===== src/rtl/asfd_pkg.sv =====
// Shared constants and types of the ASCII sensor frame decoder.
// Used by the parser, the top level and the checker; depends on nothing.
package asfd_pkg;

  // Frame geometry: the window holds a packet minus its three trailer bytes.
  localparam int PACKET_SIZE = 24;
  localparam int WIN_LEN     = PACKET_SIZE - 3;
  localparam int WIN_AW      = $clog2(WIN_LEN);
  localparam int FILL_W      = $clog2(WIN_LEN + 1);

  // Field positions inside the window, oldest byte at offset zero.
  localparam int F1_LO = 3;
  localparam int F1_HI = 8;
  localparam int F2_LO = 14;
  localparam int F2_HI = 18;

  // Fixed point scaling and result widths.
  localparam int FRAC_DIGITS = 3;
  localparam int FRAC_W      = $clog2(FRAC_DIGITS + 2);
  localparam int FIRST_W     = 31;
  localparam int SECOND_W    = 28;

  // Magnitude accumulator: six digits plus up to three padding digits fit in 40 bits.
  localparam int MAG_W = 40;

  // Register codes, selected by paddr[2].
  localparam logic REG_START = 1'b0;
  localparam logic REG_END   = 1'b1;

  // Reset values of the marker registers.
  localparam logic [7:0] START_RESET = 8'h52;
  localparam logic [7:0] END_RESET   = 8'h25;

  // Commands from the sequencer to the field parser.
  typedef struct packed {
    logic       start;
    logic       valid;
    logic [7:0] data;
    logic       finish;
  } asfd_pcmd_t;

  // Status of the field parser.
  typedef struct packed {
    logic             done;
    logic             neg;
    logic             any;
    logic [MAG_W-1:0] mag;
  } asfd_pstat_t;

endpackage


===== src/rtl/ascii_sensor_frame_decoder_unit.sv =====
// Top level of the ASCII sensor frame decoder: window RAM, sequencer, APB registers.
// Depends on asfd_pkg, asfd_ram and asfd_field_parser.
//
//   channel   direction  handshake               word
//   in        sink       in_valid_i / in_ready_o  rx_byte_i
//   out       source     out_valid_o/out_ready_i  first/second value and ok flags
//   cfg       APB slave  psel/penable/pready      start_marker, end_marker
//
// A byte that leaves the window short of full is taken in S_IDLE alone; a byte that
// fills or slides the window also passes S_CHECK, where the oldest byte is read back
// from the window RAM. A matched frame then reads its eleven field bytes through the
// RAM read port, and each field is scaled up once for every missing fraction digit.
// The result waits in the output register; a second frame stalls only if it is
// still there. Reset empties the window at once and restores both markers.
module ascii_sensor_frame_decoder_unit
  import asfd_pkg::*;
(
  input  logic                       clk_i,
  input  logic                       rst_ni,
  input  logic                       in_valid_i,
  output logic                       in_ready_o,
  input  logic [7:0]                 rx_byte_i,
  output logic                       out_valid_o,
  input  logic                       out_ready_i,
  output logic signed [FIRST_W-1:0]  first_value_o,
  output logic                       first_ok_o,
  output logic signed [SECOND_W-1:0] second_value_o,
  output logic                       second_ok_o,
  input  logic                       psel,
  input  logic                       penable,
  input  logic                       pwrite,
  input  logic [2:0]                 paddr,
  input  logic [31:0]                pwdata,
  output logic [31:0]                prdata,
  output logic                       pready
);

  // Sequencer states.
  localparam logic [2:0] S_IDLE  = 3'd0;
  localparam logic [2:0] S_CHECK = 3'd1;
  localparam logic [2:0] S_F1    = 3'd2;
  localparam logic [2:0] S_FIN1  = 3'd3;
  localparam logic [2:0] S_F2    = 3'd4;
  localparam logic [2:0] S_FIN2  = 3'd5;

  localparam logic [MAG_W-1:0] FIRST_LIM  = MAG_W'(1) << (FIRST_W - 1);
  localparam logic [MAG_W-1:0] SECOND_LIM = MAG_W'(1) << (SECOND_W - 1);

  logic [2:0]        state_q, state_d;
  logic [FILL_W-1:0] fill_q, fill_d;
  logic [WIN_AW-1:0] head_q, head_d;
  logic [WIN_AW-1:0] iss_off_q, iss_off_d;
  logic              rd_pend_q, rd_pend_d;
  logic [7:0]        byte_q, byte_d;
  logic [7:0]        start_q, end_q;
  logic              out_valid_q, out_valid_d;
  logic              out_load;
  logic              f1_load;

  logic [FIRST_W-1:0]  f1_val_q, f1_val_d;
  logic                f1_ok_q;
  logic [FIRST_W-1:0]  first_val_q;
  logic                first_ok_q;
  logic [SECOND_W-1:0] second_val_q, second_val_d;
  logic                second_ok_q;

  logic [MAG_W-1:0]  f1_fix;
  logic [MAG_W-1:0]  f2_fix;

  logic              ram_we;
  logic [WIN_AW-1:0] ram_waddr;
  logic [WIN_AW-1:0] ram_raddr;
  logic [7:0]        ram_rdata;

  asfd_pcmd_t  pcmd;
  asfd_pstat_t pstat;

  // Window position of an offset from the oldest byte, wrapping at the window length.
  function automatic logic [WIN_AW-1:0] win_addr(input logic [WIN_AW-1:0] base,
                                                 input logic [WIN_AW-1:0] off);
    logic [WIN_AW:0] sum;
    begin
      sum = {1'b0, base} + {1'b0, off};
      if (sum >= (WIN_AW + 1)'(WIN_LEN)) begin
        sum = sum - (WIN_AW + 1)'(WIN_LEN);
      end
      return sum[WIN_AW-1:0];
    end
  endfunction

  // Signed result with saturation to the field range given by lim.
  function automatic logic [MAG_W-1:0] fix_value(input logic             neg,
                                                 input logic [MAG_W-1:0] mag,
                                                 input logic [MAG_W-1:0] lim);
    logic [MAG_W-1:0] m;
    begin
      if (neg) begin
        m = (mag > lim) ? lim : mag;
        return ~m + 1'b1;
      end else begin
        m = (mag > lim - 1'b1) ? (lim - 1'b1) : mag;
        return m;
      end
    end
  endfunction

  // Window storage, kept as a ring with head_q at the oldest byte.
  asfd_ram #(
    .WIDTH(8),
    .DEPTH(WIN_LEN)
  ) u_window (
    .clk_i   (clk_i),
    .we_i    (ram_we),
    .waddr_i (ram_waddr),
    .wdata_i (rx_byte_i),
    .raddr_i (ram_raddr),
    .rdata_o (ram_rdata)
  );

  // Shared field parser, run once per field.
  asfd_field_parser u_parser (
    .clk_i  (clk_i),
    .rst_ni (rst_ni),
    .cmd_i  (pcmd),
    .stat_o (pstat)
  );

  assign in_ready_o = (state_q == S_IDLE);

  // Parsed values in output form.
  assign f1_fix       = fix_value(pstat.neg, pstat.mag, FIRST_LIM);
  assign f2_fix       = fix_value(pstat.neg, pstat.mag, SECOND_LIM);
  assign f1_val_d     = pstat.any ? f1_fix[FIRST_W-1:0] : '0;
  assign second_val_d = pstat.any ? f2_fix[SECOND_W-1:0] : '0;

  // Sequencer: window update, frame check and field reads.
  always_comb begin
    state_d     = state_q;
    fill_d      = fill_q;
    head_d      = head_q;
    iss_off_d   = iss_off_q;
    rd_pend_d   = 1'b0;
    byte_d      = byte_q;
    out_valid_d = out_valid_q && !out_ready_i;
    out_load    = 1'b0;
    f1_load     = 1'b0;
    ram_we      = 1'b0;
    ram_waddr   = head_q;
    ram_raddr   = head_q;
    pcmd        = '0;
    pcmd.data   = ram_rdata;
    unique case (state_q)
      S_IDLE: begin
        if (in_valid_i) begin
          ram_we = 1'b1;
          byte_d = rx_byte_i;
          if (fill_q < FILL_W'(WIN_LEN)) begin
            ram_waddr = win_addr(head_q, fill_q[WIN_AW-1:0]);
            fill_d    = fill_q + 1'b1;
            ram_raddr = head_q;
            if (fill_q == FILL_W'(WIN_LEN - 1)) begin
              state_d = S_CHECK;
            end
          end else begin
            // Full window: overwrite the oldest byte and advance the head.
            ram_waddr = head_q;
            head_d    = win_addr(head_q, WIN_AW'(1));
            ram_raddr = win_addr(head_q, WIN_AW'(1));
            state_d   = S_CHECK;
          end
        end
      end
      S_CHECK: begin
        if (ram_rdata == start_q && byte_q == end_q) begin
          fill_d     = '0;
          pcmd.start = 1'b1;
          ram_raddr  = win_addr(head_q, WIN_AW'(F1_LO));
          iss_off_d  = WIN_AW'(F1_LO + 1);
          rd_pend_d  = 1'b1;
          state_d    = S_F1;
        end else begin
          state_d = S_IDLE;
        end
      end
      S_F1: begin
        pcmd.valid = rd_pend_q;
        if (iss_off_q <= WIN_AW'(F1_HI)) begin
          ram_raddr = win_addr(head_q, iss_off_q);
          iss_off_d = iss_off_q + 1'b1;
          rd_pend_d = 1'b1;
        end else begin
          state_d = S_FIN1;
        end
      end
      S_FIN1: begin
        pcmd.finish = 1'b1;
        if (pstat.done) begin
          f1_load    = 1'b1;
          pcmd.start = 1'b1;
          ram_raddr  = win_addr(head_q, WIN_AW'(F2_LO));
          iss_off_d  = WIN_AW'(F2_LO + 1);
          rd_pend_d  = 1'b1;
          state_d    = S_F2;
        end
      end
      S_F2: begin
        pcmd.valid = rd_pend_q;
        if (iss_off_q <= WIN_AW'(F2_HI)) begin
          ram_raddr = win_addr(head_q, iss_off_q);
          iss_off_d = iss_off_q + 1'b1;
          rd_pend_d = 1'b1;
        end else begin
          state_d = S_FIN2;
        end
      end
      S_FIN2: begin
        pcmd.finish = 1'b1;
        if (pstat.done && (!out_valid_q || out_ready_i)) begin
          out_load    = 1'b1;
          out_valid_d = 1'b1;
          state_d     = S_IDLE;
        end
      end
      default: begin
        state_d = S_IDLE;
      end
    endcase
  end

  // Control registers and markers.
  always_ff @(posedge clk_i or negedge rst_ni) begin
    if (!rst_ni) begin
      state_q     <= S_IDLE;
      fill_q      <= '0;
      head_q      <= '0;
      iss_off_q   <= '0;
      rd_pend_q   <= 1'b0;
      out_valid_q <= 1'b0;
      start_q     <= START_RESET;
      end_q       <= END_RESET;
    end else begin
      state_q     <= state_d;
      fill_q      <= fill_d;
      head_q      <= head_d;
      iss_off_q   <= iss_off_d;
      rd_pend_q   <= rd_pend_d;
      out_valid_q <= out_valid_d;
      if (psel && penable && pwrite) begin
        unique case (paddr[2])
          REG_START: start_q <= pwdata[7:0];
          REG_END:   end_q   <= pwdata[7:0];
          default:   start_q <= start_q;
        endcase
      end
    end
  end

  // Payload registers.
  always_ff @(posedge clk_i) begin
    byte_q <= byte_d;
    if (f1_load) begin
      f1_val_q <= f1_val_d;
      f1_ok_q  <= pstat.any;
    end
    if (out_load) begin
      first_val_q  <= f1_val_q;
      first_ok_q   <= f1_ok_q;
      second_val_q <= second_val_d;
      second_ok_q  <= pstat.any;
    end
  end

  // Register read-back.
  always_comb begin
    unique case (paddr[2])
      REG_START: prdata = 32'(start_q);
      REG_END:   prdata = 32'(end_q);
      default:   prdata = '0;
    endcase
  end

  assign pready         = 1'b1;
  assign out_valid_o    = out_valid_q;
  assign first_value_o  = $signed(first_val_q);
  assign first_ok_o     = first_ok_q;
  assign second_value_o = $signed(second_val_q);
  assign second_ok_o    = second_ok_q;

endmodule


===== src/rtl/asfd_ram.sv =====
// Generic single-clock RAM with one write port and one registered read port.
// Self-contained; sized by its WIDTH and DEPTH parameters.
module asfd_ram #(
  parameter int WIDTH = 8,
  parameter int DEPTH = 21
) (
  input  logic                     clk_i,
  input  logic                     we_i,
  input  logic [$clog2(DEPTH)-1:0] waddr_i,
  input  logic [WIDTH-1:0]         wdata_i,
  input  logic [$clog2(DEPTH)-1:0] raddr_i,
  output logic [WIDTH-1:0]         rdata_o
);

  logic [WIDTH-1:0] mem [DEPTH];
  logic [WIDTH-1:0] rdata_q;

  // Write port.
  always_ff @(posedge clk_i) begin
    if (we_i) begin
      mem[waddr_i] <= wdata_i;
    end
  end

  // Registered read port.
  always_ff @(posedge clk_i) begin
    rdata_q <= mem[raddr_i];
  end

  assign rdata_o = rdata_q;

endmodule


===== src/rtl/asfd_field_parser.sv =====
// Character-at-a-time ASCII decimal parser for one field.
// Depends on asfd_pkg for the command and status structs and the scaling.
module asfd_field_parser
  import asfd_pkg::*;
(
  input  logic        clk_i,
  input  logic        rst_ni,
  input  asfd_pcmd_t  cmd_i,
  output asfd_pstat_t stat_o
);

  // Parse phases.
  localparam logic [1:0] PH_LEAD = 2'd0;
  localparam logic [1:0] PH_INT  = 2'd1;
  localparam logic [1:0] PH_FRAC = 2'd2;
  localparam logic [1:0] PH_STOP = 2'd3;

  logic [1:0]        phase_q, phase_d;
  logic              neg_q, neg_d;
  logic              any_q, any_d;
  logic [FRAC_W-1:0] frac_q, frac_d;
  logic [MAG_W-1:0]  mag_q, mag_d;

  logic [7:0]       c;
  logic             is_blank;
  logic             is_digit;
  logic             frac_room;
  logic [MAG_W-1:0] mag_x10;

  assign c         = cmd_i.data;
  assign is_blank  = (c == 8'h20) || (c >= 8'h09 && c <= 8'h0d);
  assign is_digit  = (c >= 8'h30) && (c <= 8'h39);
  assign frac_room = (frac_q < FRAC_W'(FRAC_DIGITS));
  assign mag_x10   = (mag_q << 3) + (mag_q << 1);

  // One character step, or one padding step once the field has ended.
  always_comb begin
    phase_d = phase_q;
    neg_d   = neg_q;
    any_d   = any_q;
    frac_d  = frac_q;
    mag_d   = mag_q;
    if (cmd_i.start) begin
      phase_d = PH_LEAD;
      neg_d   = 1'b0;
      any_d   = 1'b0;
      frac_d  = '0;
      mag_d   = '0;
    end else if (cmd_i.valid) begin
      unique case (phase_q)
        PH_LEAD: begin
          if (is_blank) begin
            phase_d = PH_LEAD;
          end else if (c == 8'h2b || c == 8'h2d) begin
            neg_d   = (c == 8'h2d);
            phase_d = PH_INT;
          end else if (is_digit) begin
            mag_d   = mag_x10 + MAG_W'(c[3:0]);
            any_d   = 1'b1;
            phase_d = PH_INT;
          end else if (c == 8'h2e) begin
            phase_d = PH_FRAC;
          end else begin
            phase_d = PH_STOP;
          end
        end
        PH_INT: begin
          if (is_digit) begin
            mag_d = mag_x10 + MAG_W'(c[3:0]);
            any_d = 1'b1;
          end else if (c == 8'h2e) begin
            phase_d = PH_FRAC;
          end else begin
            phase_d = PH_STOP;
          end
        end
        PH_FRAC: begin
          if (is_digit) begin
            any_d = 1'b1;
            if (frac_room) begin
              mag_d  = mag_x10 + MAG_W'(c[3:0]);
              frac_d = frac_q + 1'b1;
            end
          end else begin
            phase_d = PH_STOP;
          end
        end
        PH_STOP: begin
          phase_d = PH_STOP;
        end
        default: begin
          phase_d = PH_STOP;
        end
      endcase
    end else if (cmd_i.finish && frac_room) begin
      // Scale up for every fraction digit that was not given.
      mag_d  = mag_x10;
      frac_d = frac_q + 1'b1;
    end
  end

  // Control state.
  always_ff @(posedge clk_i or negedge rst_ni) begin
    if (!rst_ni) begin
      phase_q <= PH_LEAD;
      frac_q  <= '0;
    end else begin
      phase_q <= phase_d;
      frac_q  <= frac_d;
    end
  end

  // Accumulated value.
  always_ff @(posedge clk_i) begin
    neg_q <= neg_d;
    any_q <= any_d;
    mag_q <= mag_d;
  end

  assign stat_o.done = !frac_room;
  assign stat_o.neg  = neg_q;
  assign stat_o.any  = any_q;
  assign stat_o.mag  = mag_q;

endmodule


===== config.mk =====
export PLATFORM = sky130hd
export DESIGN_NAME = ascii_sensor_frame_decoder_unit
export DESIGN_NICKNAME = d
export VERILOG_FILES = /design/src/rtl/asfd_pkg.sv /design/src/rtl/ascii_sensor_frame_decoder_unit.sv /design/src/rtl/asfd_ram.sv /design/src/rtl/asfd_field_parser.sv
export SDC_FILE = /design/constraint.sdc
export NUM_CORES = 1
export LEC_CHECK = 0
export BUFFER_PORTS_ARGS = -buffer_cell sky130_fd_sc_hd__buf_2
export CORE_MARGIN = 10
export CORE_UTILIZATION = 35
export CTS_BUF_LIST = sky130_fd_sc_hd__clkbuf_8
export DETAILED_ROUTE_END_ITERATION = 16
export HOLD_SLACK_MARGIN = 0.02
export PLACE_DENSITY = 0.48
export SETUP_SLACK_MARGIN = 0.05
export SYNTH_ARGS = -nofsm -noshare
export SYNTH_HDL_FRONTEND = slang
export SYNTH_SLANG_ARGS = --single-unit

===== constraint.sdc =====
create_clock -name clk_i -period 6.1 [get_ports clk_i]
set_input_delay 0 -clock clk_i [delete_from_list [all_inputs] [get_ports clk_i]]
set_output_delay 0 -clock clk_i [all_outputs]
set_load 0.005 [all_outputs]

Word-level counts from Yosys, hierarchy flattened
Memories as Yosys holds them, arrays and structs flattened. A register that Yosys moved wholly into a read port is not among the register bits.
Index checks and enable logic that the tools add are counted.
{ "totals": {"memories": 1, "output_inout_bits": 96, "reg_bits": 184, "elab_cells": 216, "mem_bits_rw": 168} }
{ "op_classes": {"n_addsub": 17, "n_lt_le_gt_ge": 17, "reduce_logical": 36, "eq_ne": 37, "n_bitwise": 4, "mux": 84} }
{ "memory_table": {"columns": ["name", "words", "word_bits", "read_ports", "rd_ports_with_merged_regs", "wr", "line_no", "rtl"], "rows": [
  ["u_window.mem", 21, 8, 1, 1, 1, "asfd_ram.sv:15", "logic [WIDTH-1:0] mem [DEPTH];"]
]} }
{ "op_table": {"columns": ["operator", "n"], "rows": [
  ["$mux 40", 7],
  ["$pmux 40 s3", 1],
  ["$mux 5", 21],
  ["$mux 31", 3],
  ["$mux 28", 3],
  ["$pmux 32 s2", 1],
  ["$add 40x4->40", 1],
  ["$add 40x40->40", 1],
  ["$gt 40x27->1 const B", 1],
  ["$gt 40x28->1 const B", 1],
  ["$gt 40x30->1 const B", 1],
  ["$gt 40x31->1 const B", 1],
  ["$mux 3", 13],
  ["$eq 8x6->1 const B", 4],
  ["$add 31x1->31 const B", 1],
  ["$not 31->31", 1],
  ["$ge 6x5->1 const B", 5],
  ["$add 28x1->28 const B", 1],
  ["$not 28->28", 1],
  ["$pmux 5 s5", 1],
  ["$sub 5x5->5 const B", 5],
  ["$ne 2x2->1 const B", 10],
  ["$pmux 5 s4", 1],
  ["$mux 1", 19],
  ["other kinds (47)", 91]
]} }

Logic depth before layout (Yosys ltp)
{ "logic_depth": {"word_depth": 8, "mapped_depth": 17} }

Hierarchy
A second synthesis with hierarchy kept.
{ "unflattened": {"cells_unflattened": 2013, "hier_area_um2": 21181.6} }
{ "by_module_without_submodules": {"columns": ["module", "n_inst", "seq_area_each_um2", "area_per_inst_um2", "cells_each"], "rows": [
  ["ascii_sensor_frame_decoder_unit", 1, 3941.3, 8817.2, 925],
  ["asfd_ram", 1, 5205.0, 6844.1, 372],
  ["asfd_field_parser", 1, 965.9, 5520.3, 716]
]} }

Least setup slack after synthesis
OpenSTA, ideal clock, no wires.
{ "synth_path": {"kind": "register -> register", "from": "register state_q[1]", "to": "register first_ok_q, in the netlist first_ok_o, enable pin", "synth_period_minus_slack_ns": 5.576, "setup_ns": 0.555, "setup_slack_ns": 0.524, "stages_incl_launch_ff": 5, "required_time_ns": 5.545, "t_arrival_ns": 5.021, "cell_sequence": "dfrtp_1 > buf_2 > buf_1 > nand2b_1 > nor3_1"} }
{ "synth_between": {"elab_chain_len": 2} }
{ "synth_rtl": {"columns": ["item", "line_no", "rtl"], "rows": [
  ["start, declared", "ascii_sensor_frame_decoder_unit.sv:49", "logic [2:0] state_q, state_d;"],
  ["start signal, assigned", "ascii_sensor_frame_decoder_unit.sv:242", "state_q <= state_d;"],
  ["$eq 3x3->1", "ascii_sensor_frame_decoder_unit.sv:152", "unique case (state_q)"],
  ["$mux 1", "ascii_sensor_frame_decoder_unit.sv:152", null],
  ["named net out_load", "ascii_sensor_frame_decoder_unit.sv:57", "logic out_load;"],
  ["end signal, assigned", "ascii_sensor_frame_decoder_unit.sv:267", "first_ok_q <= f1_ok_q;"],
  ["end, declared", "ascii_sensor_frame_decoder_unit.sv:63", "logic first_ok_q;"]
]} }
The timed path passes the listed nets, and every way through them passes these cells.
A chain may end at the register's enable or synchronous reset.

Worst setup path after layout
{ "layout_path": {"from": "register u_parser.mag_q[2]", "to": "register f1_val_q[16] (data pin)"} }
{ "layout_between": {"elab_chain_len": 5, "elab_cells_between_ends": 7, "cone_classes": "add/sub (1); order compare (2); mux (3); bitwise (1)"} }
{ "layout_rtl": {"columns": ["item", "line_no", "rtl"], "rows": [
  ["start, declared", "asfd_field_parser.sv:22", "logic [MAG_W-1:0] mag_q, mag_d;"],
  ["start signal, assigned", "asfd_field_parser.sv:117", "mag_q <= mag_d;"],
  ["$gt 40x31->1", "ascii_sensor_frame_decoder_unit.sv:98", "m = (mag > lim) ? lim : mag;"],
  ["$mux 31", "ascii_sensor_frame_decoder_unit.sv:98", null],
  ["$not 31->31", "ascii_sensor_frame_decoder_unit.sv:99", "return ~m + 1'b1;"],
  ["$add 31x1->31", "ascii_sensor_frame_decoder_unit.sv:99", null],
  ["$mux 31 (*)", "ascii_sensor_frame_decoder_unit.sv:97", "if (neg) begin"],
  ["end signal, assigned", "ascii_sensor_frame_decoder_unit.sv:262", "f1_val_q <= f1_val_d;"],
  ["end, declared", "ascii_sensor_frame_decoder_unit.sv:60", "logic [FIRST_W-1:0] f1_val_q, f1_val_d;"]
]} }
Every way passes the cells marked *; elsewhere a longest branch is shown, timed or not.

==> metrics <==
Synth top cells by count=edfxtp_1 (269), nor2_1 (216), nand2_1 (153), a21oi_1 (139), o21ai_0 (99); sequential fraction of design power=a little under two fifths; Slew @ Worst Pin=1.069 ns; CTS resizes=0; maxcap violations=0; CP endpoint kind=flop; CTS tree=yes; Yosys top cell area share=~40%; Detailed Place HPWL=~40,000 um; # DRC=0; global-route wire length before repair=roughly 90,000 um; Synth area leader=edfxtp_1; mux cell area share after synthesis=6.647%; Worst VDD drop=about 390 uV; main flop type after synthesis=edfxtp_1; XOR/XNOR Fraction of Synth Area=between 4 and 5%; Setup Viol. Count Final=0; achievable frequency=between 200 and 250 MHz; simple-gate portion of the synthesized area=approximately 16%; DIE WIDTH=263.7 um; ratio of cells with drive above 1 in the final layout=13.51%; RSZ-0062 raised after global routing=false; largest fanout on the critical path=25; port bufs=94; post-synthesis to final-layout area growth=12.23%; Post-Route WL=approximately 57,000 um; synth unique cells=just under 100; clk buf depth=3; WS Path Type=reg2reg; Adder-Cell Fraction of Synth Area=under 10%; Clock Pin Slew Worst Setup and Hold Paths=around 0.06 ns; setup_tns=0 ns; Clk pwr share=about a quarter; Compound-Gate Fraction of Synth Area=between 15 and 20%; number of global-route vias before repair=around 15,000; root buffer cell=clkbuf_8; Post-Synthesis Cell Area=between 20,000 and 25,000 um2; Hold Slack=between 0.05 and 0.06 ns; clock sinks=360; Synth Register Bits=360; row count=between 80 and 90; R2R depth=13; die height=approximately 260 um; Avg WL per Cell=between 15 and 20 um; n_diodes=0; Routed Antenna Nets=0; Initial DRC Count=1,050; DRT Pass-1 Iters=5; H-tree Lvls=3; Synth area leaders=edfxtp_1 (39%), dfxtp_1 (4.8%), ha_1 (4.5%); max-slew violation count=0; gr ovfl total=0; Pwr Density=between 300 and 400 nW/um2; Final nets=~2,200; Post-synth ARST share=~11%; Hold Path Class=in2async; skew final=0.04528 ns; Leak Pwr=roughly 0.009 uW; Final Cycle Share=slightly below 80%; Starting Density=about a third; clk_lat worst skew=0.65 ns; Pint=5312 uW; initial antenna violation count=0; largest family of logic cells by synthesized area=compound AO/OA/AOI/OAI gates; RePlAce Congestion=between 0.8 and 0.9; Die ar.=roughly 70,000 um2; most frequent cell after synthesis=edfxtp_1; Overall Global Routing Usage=between 10% and 20%; Slew headroom=about 29%; post-DR vias/cell=approximately 5.4; Switching Fraction=36.85%; number of cells produced by synthesis=between 2,000 and 2,500; clock buffer count from CTS=just under 70; pin count of the biggest net entering global routing=85; CORE AREA=about 59,000 um2; net load switching power=approximately 3100 uW; fillers=between 5,000 and 6,000; Tot Pwr=between 8000 and 9000 uW; WP data required=~6.4 ns; final hold violation count=0; Post-synth EDFFs=269; Seq/Total Area, Yosys=a little under 50%; yosys warns=0; I/O pins=146; status=finished clean; type of origin of the critical path=flop; Avg Cell Area, Syn=10.38 um2; crit path DAT=around 5.1 ns; vias=15,650; min Tclk post-route=between 4 and 5 ns; Comb pwr share=about 36%
final timing paths:
kind | end | from | slack (ns)
max | f1_val_q[16] | u_parser.mag_q[2] | 1.36
min reg2reg | first_value_o[20] | f1_val_q[20] | 0.41
max reg2reg | f1_val_q[16] | u_parser.mag_q[2] | 1.36
min | head_q[1] | rst_ni | 0.05
max in group asynchronous | u_parser.frac_q[1] | rst_ni | 5.44
min in group clk_i | start_q[6] | pwdata[6] | 0.15
power groups by stage:
stage	Sequential (uW)	Combinational, uW	Clock [uW]
after CTS	3140	3090	2290
after global routing	3180	3380	2410
after floorplan	3070	2290	0
after global placement	3180	3050	0
after detailed placement	3190	3070	0
final	3140	3060	2210
metal layers:
metal | up-vias | routed length (um) | track usage [%]
met2 | 342 | 28470 | 27.65
li1 | 7638 | - | -
met5 | - | 0 | 0
met1 | 7600 | 25200 | 20.11
met3 | 72 | 2234 | 2.835
met4 | 0 | 1347 | 5.064
sequential cells by signal, summed over array words and instances, names as in the netlist, 8 cells and up:
register / cells
start_q: 8
u_parser.mag_q: 40
second_value_o: 28
end_q: 8
u_window.rdata_o: 8
f1_val_q: 31
u_window.mem: 168
first_value_o: 31
byte_q: 8
cells by family after synthesis:
logic type,count (synthesis)
AOI/OAI and AO/OA,513
muxes,113
buffers and inverters,182
adders and majority gates,78
DFF,360
and+or+nand+nor,653
other,2
xor gates and xnor gates,102
repair_timing:
item                      CTS  global route
hold buffers               19             0
setup buffers               0             0
hold endpoints to repair  247             0
metrics by stage:
step / cells / setup slack [ns] / utilization, % / area (um2)
floorplan: 2026 / 0.5239 / - / 20870
global placement: 2774 / 1.493 / 37.12 / 21870
detailed placement: 2774 / 1.434 / 37.12 / 21870
CTS: 2912 / 1.426 / 39.59 / 23320
global route: 2912 / 0.8564 / 39.59 / 23320
finish: 2912 / 1.356 / 39.59 / 23320
critical path, cell delays in order, from the launching register on:
cell	delay, ns
dfxtp_1	0.47
nor4_1	0.56
and4_1	0.36
and4_1	0.35
nand3_1	0.19
or2_1	0.36
o41ai_1	0.42
nor2b_1	0.28
nand2_1	0.11
ha_1	0.52
nor2_1	0.45
a21oi_1	0.07
o21ai_0	0.19
a21oi_1	0.11
cell type report:
| class | count | area [um2] | share of cell area (%) |
|---|---|---|---|
| clock buffer | 70 | 963.4 | 4.131 |
| sequential | 360 | 10110 | 43.37 |
| tap | 773 | 967.2 | 4.147 |
| clock inverter | 49 | 301.5 | 1.293 |
| multi-input combinational | 1484 | 9983 | 42.80 |
| inverter | 44 | 165.2 | 0.7081 |
| timing repair buffer | 132 | 828.3 | 3.551 |
layout by cell type (no fill, tap or decap), types with 15 or more instances in the layout:
cell type	count
nor3_1	30
and2_1	36
nand2b_1	21
dfxtp_1	48
a21o_1	21
o22ai_1	23
mux4_2	15
xnor2_1	65
o211ai_1	18
edfxtp_1	269
or3_1	16
xor2_1	35
dlygate4sd3_1	19
inv_1	65
nand2_1	153
a31oi_1	21
clkbuf_8	70
buf_4	17
ha_1	74
conb_1	25
mux2_2	36
a21oi_1	139
nor2_1	216
buf_2	94
a22oi_1	15
o21ai_1	23
nor2b_1	19
o21ai_0	98
a211oi_1	33
mux2i_1	48
nand4_1	25
dfrtp_1	35
nand3_1	47
No activity file was read; power rests on OpenSTA's default activity.
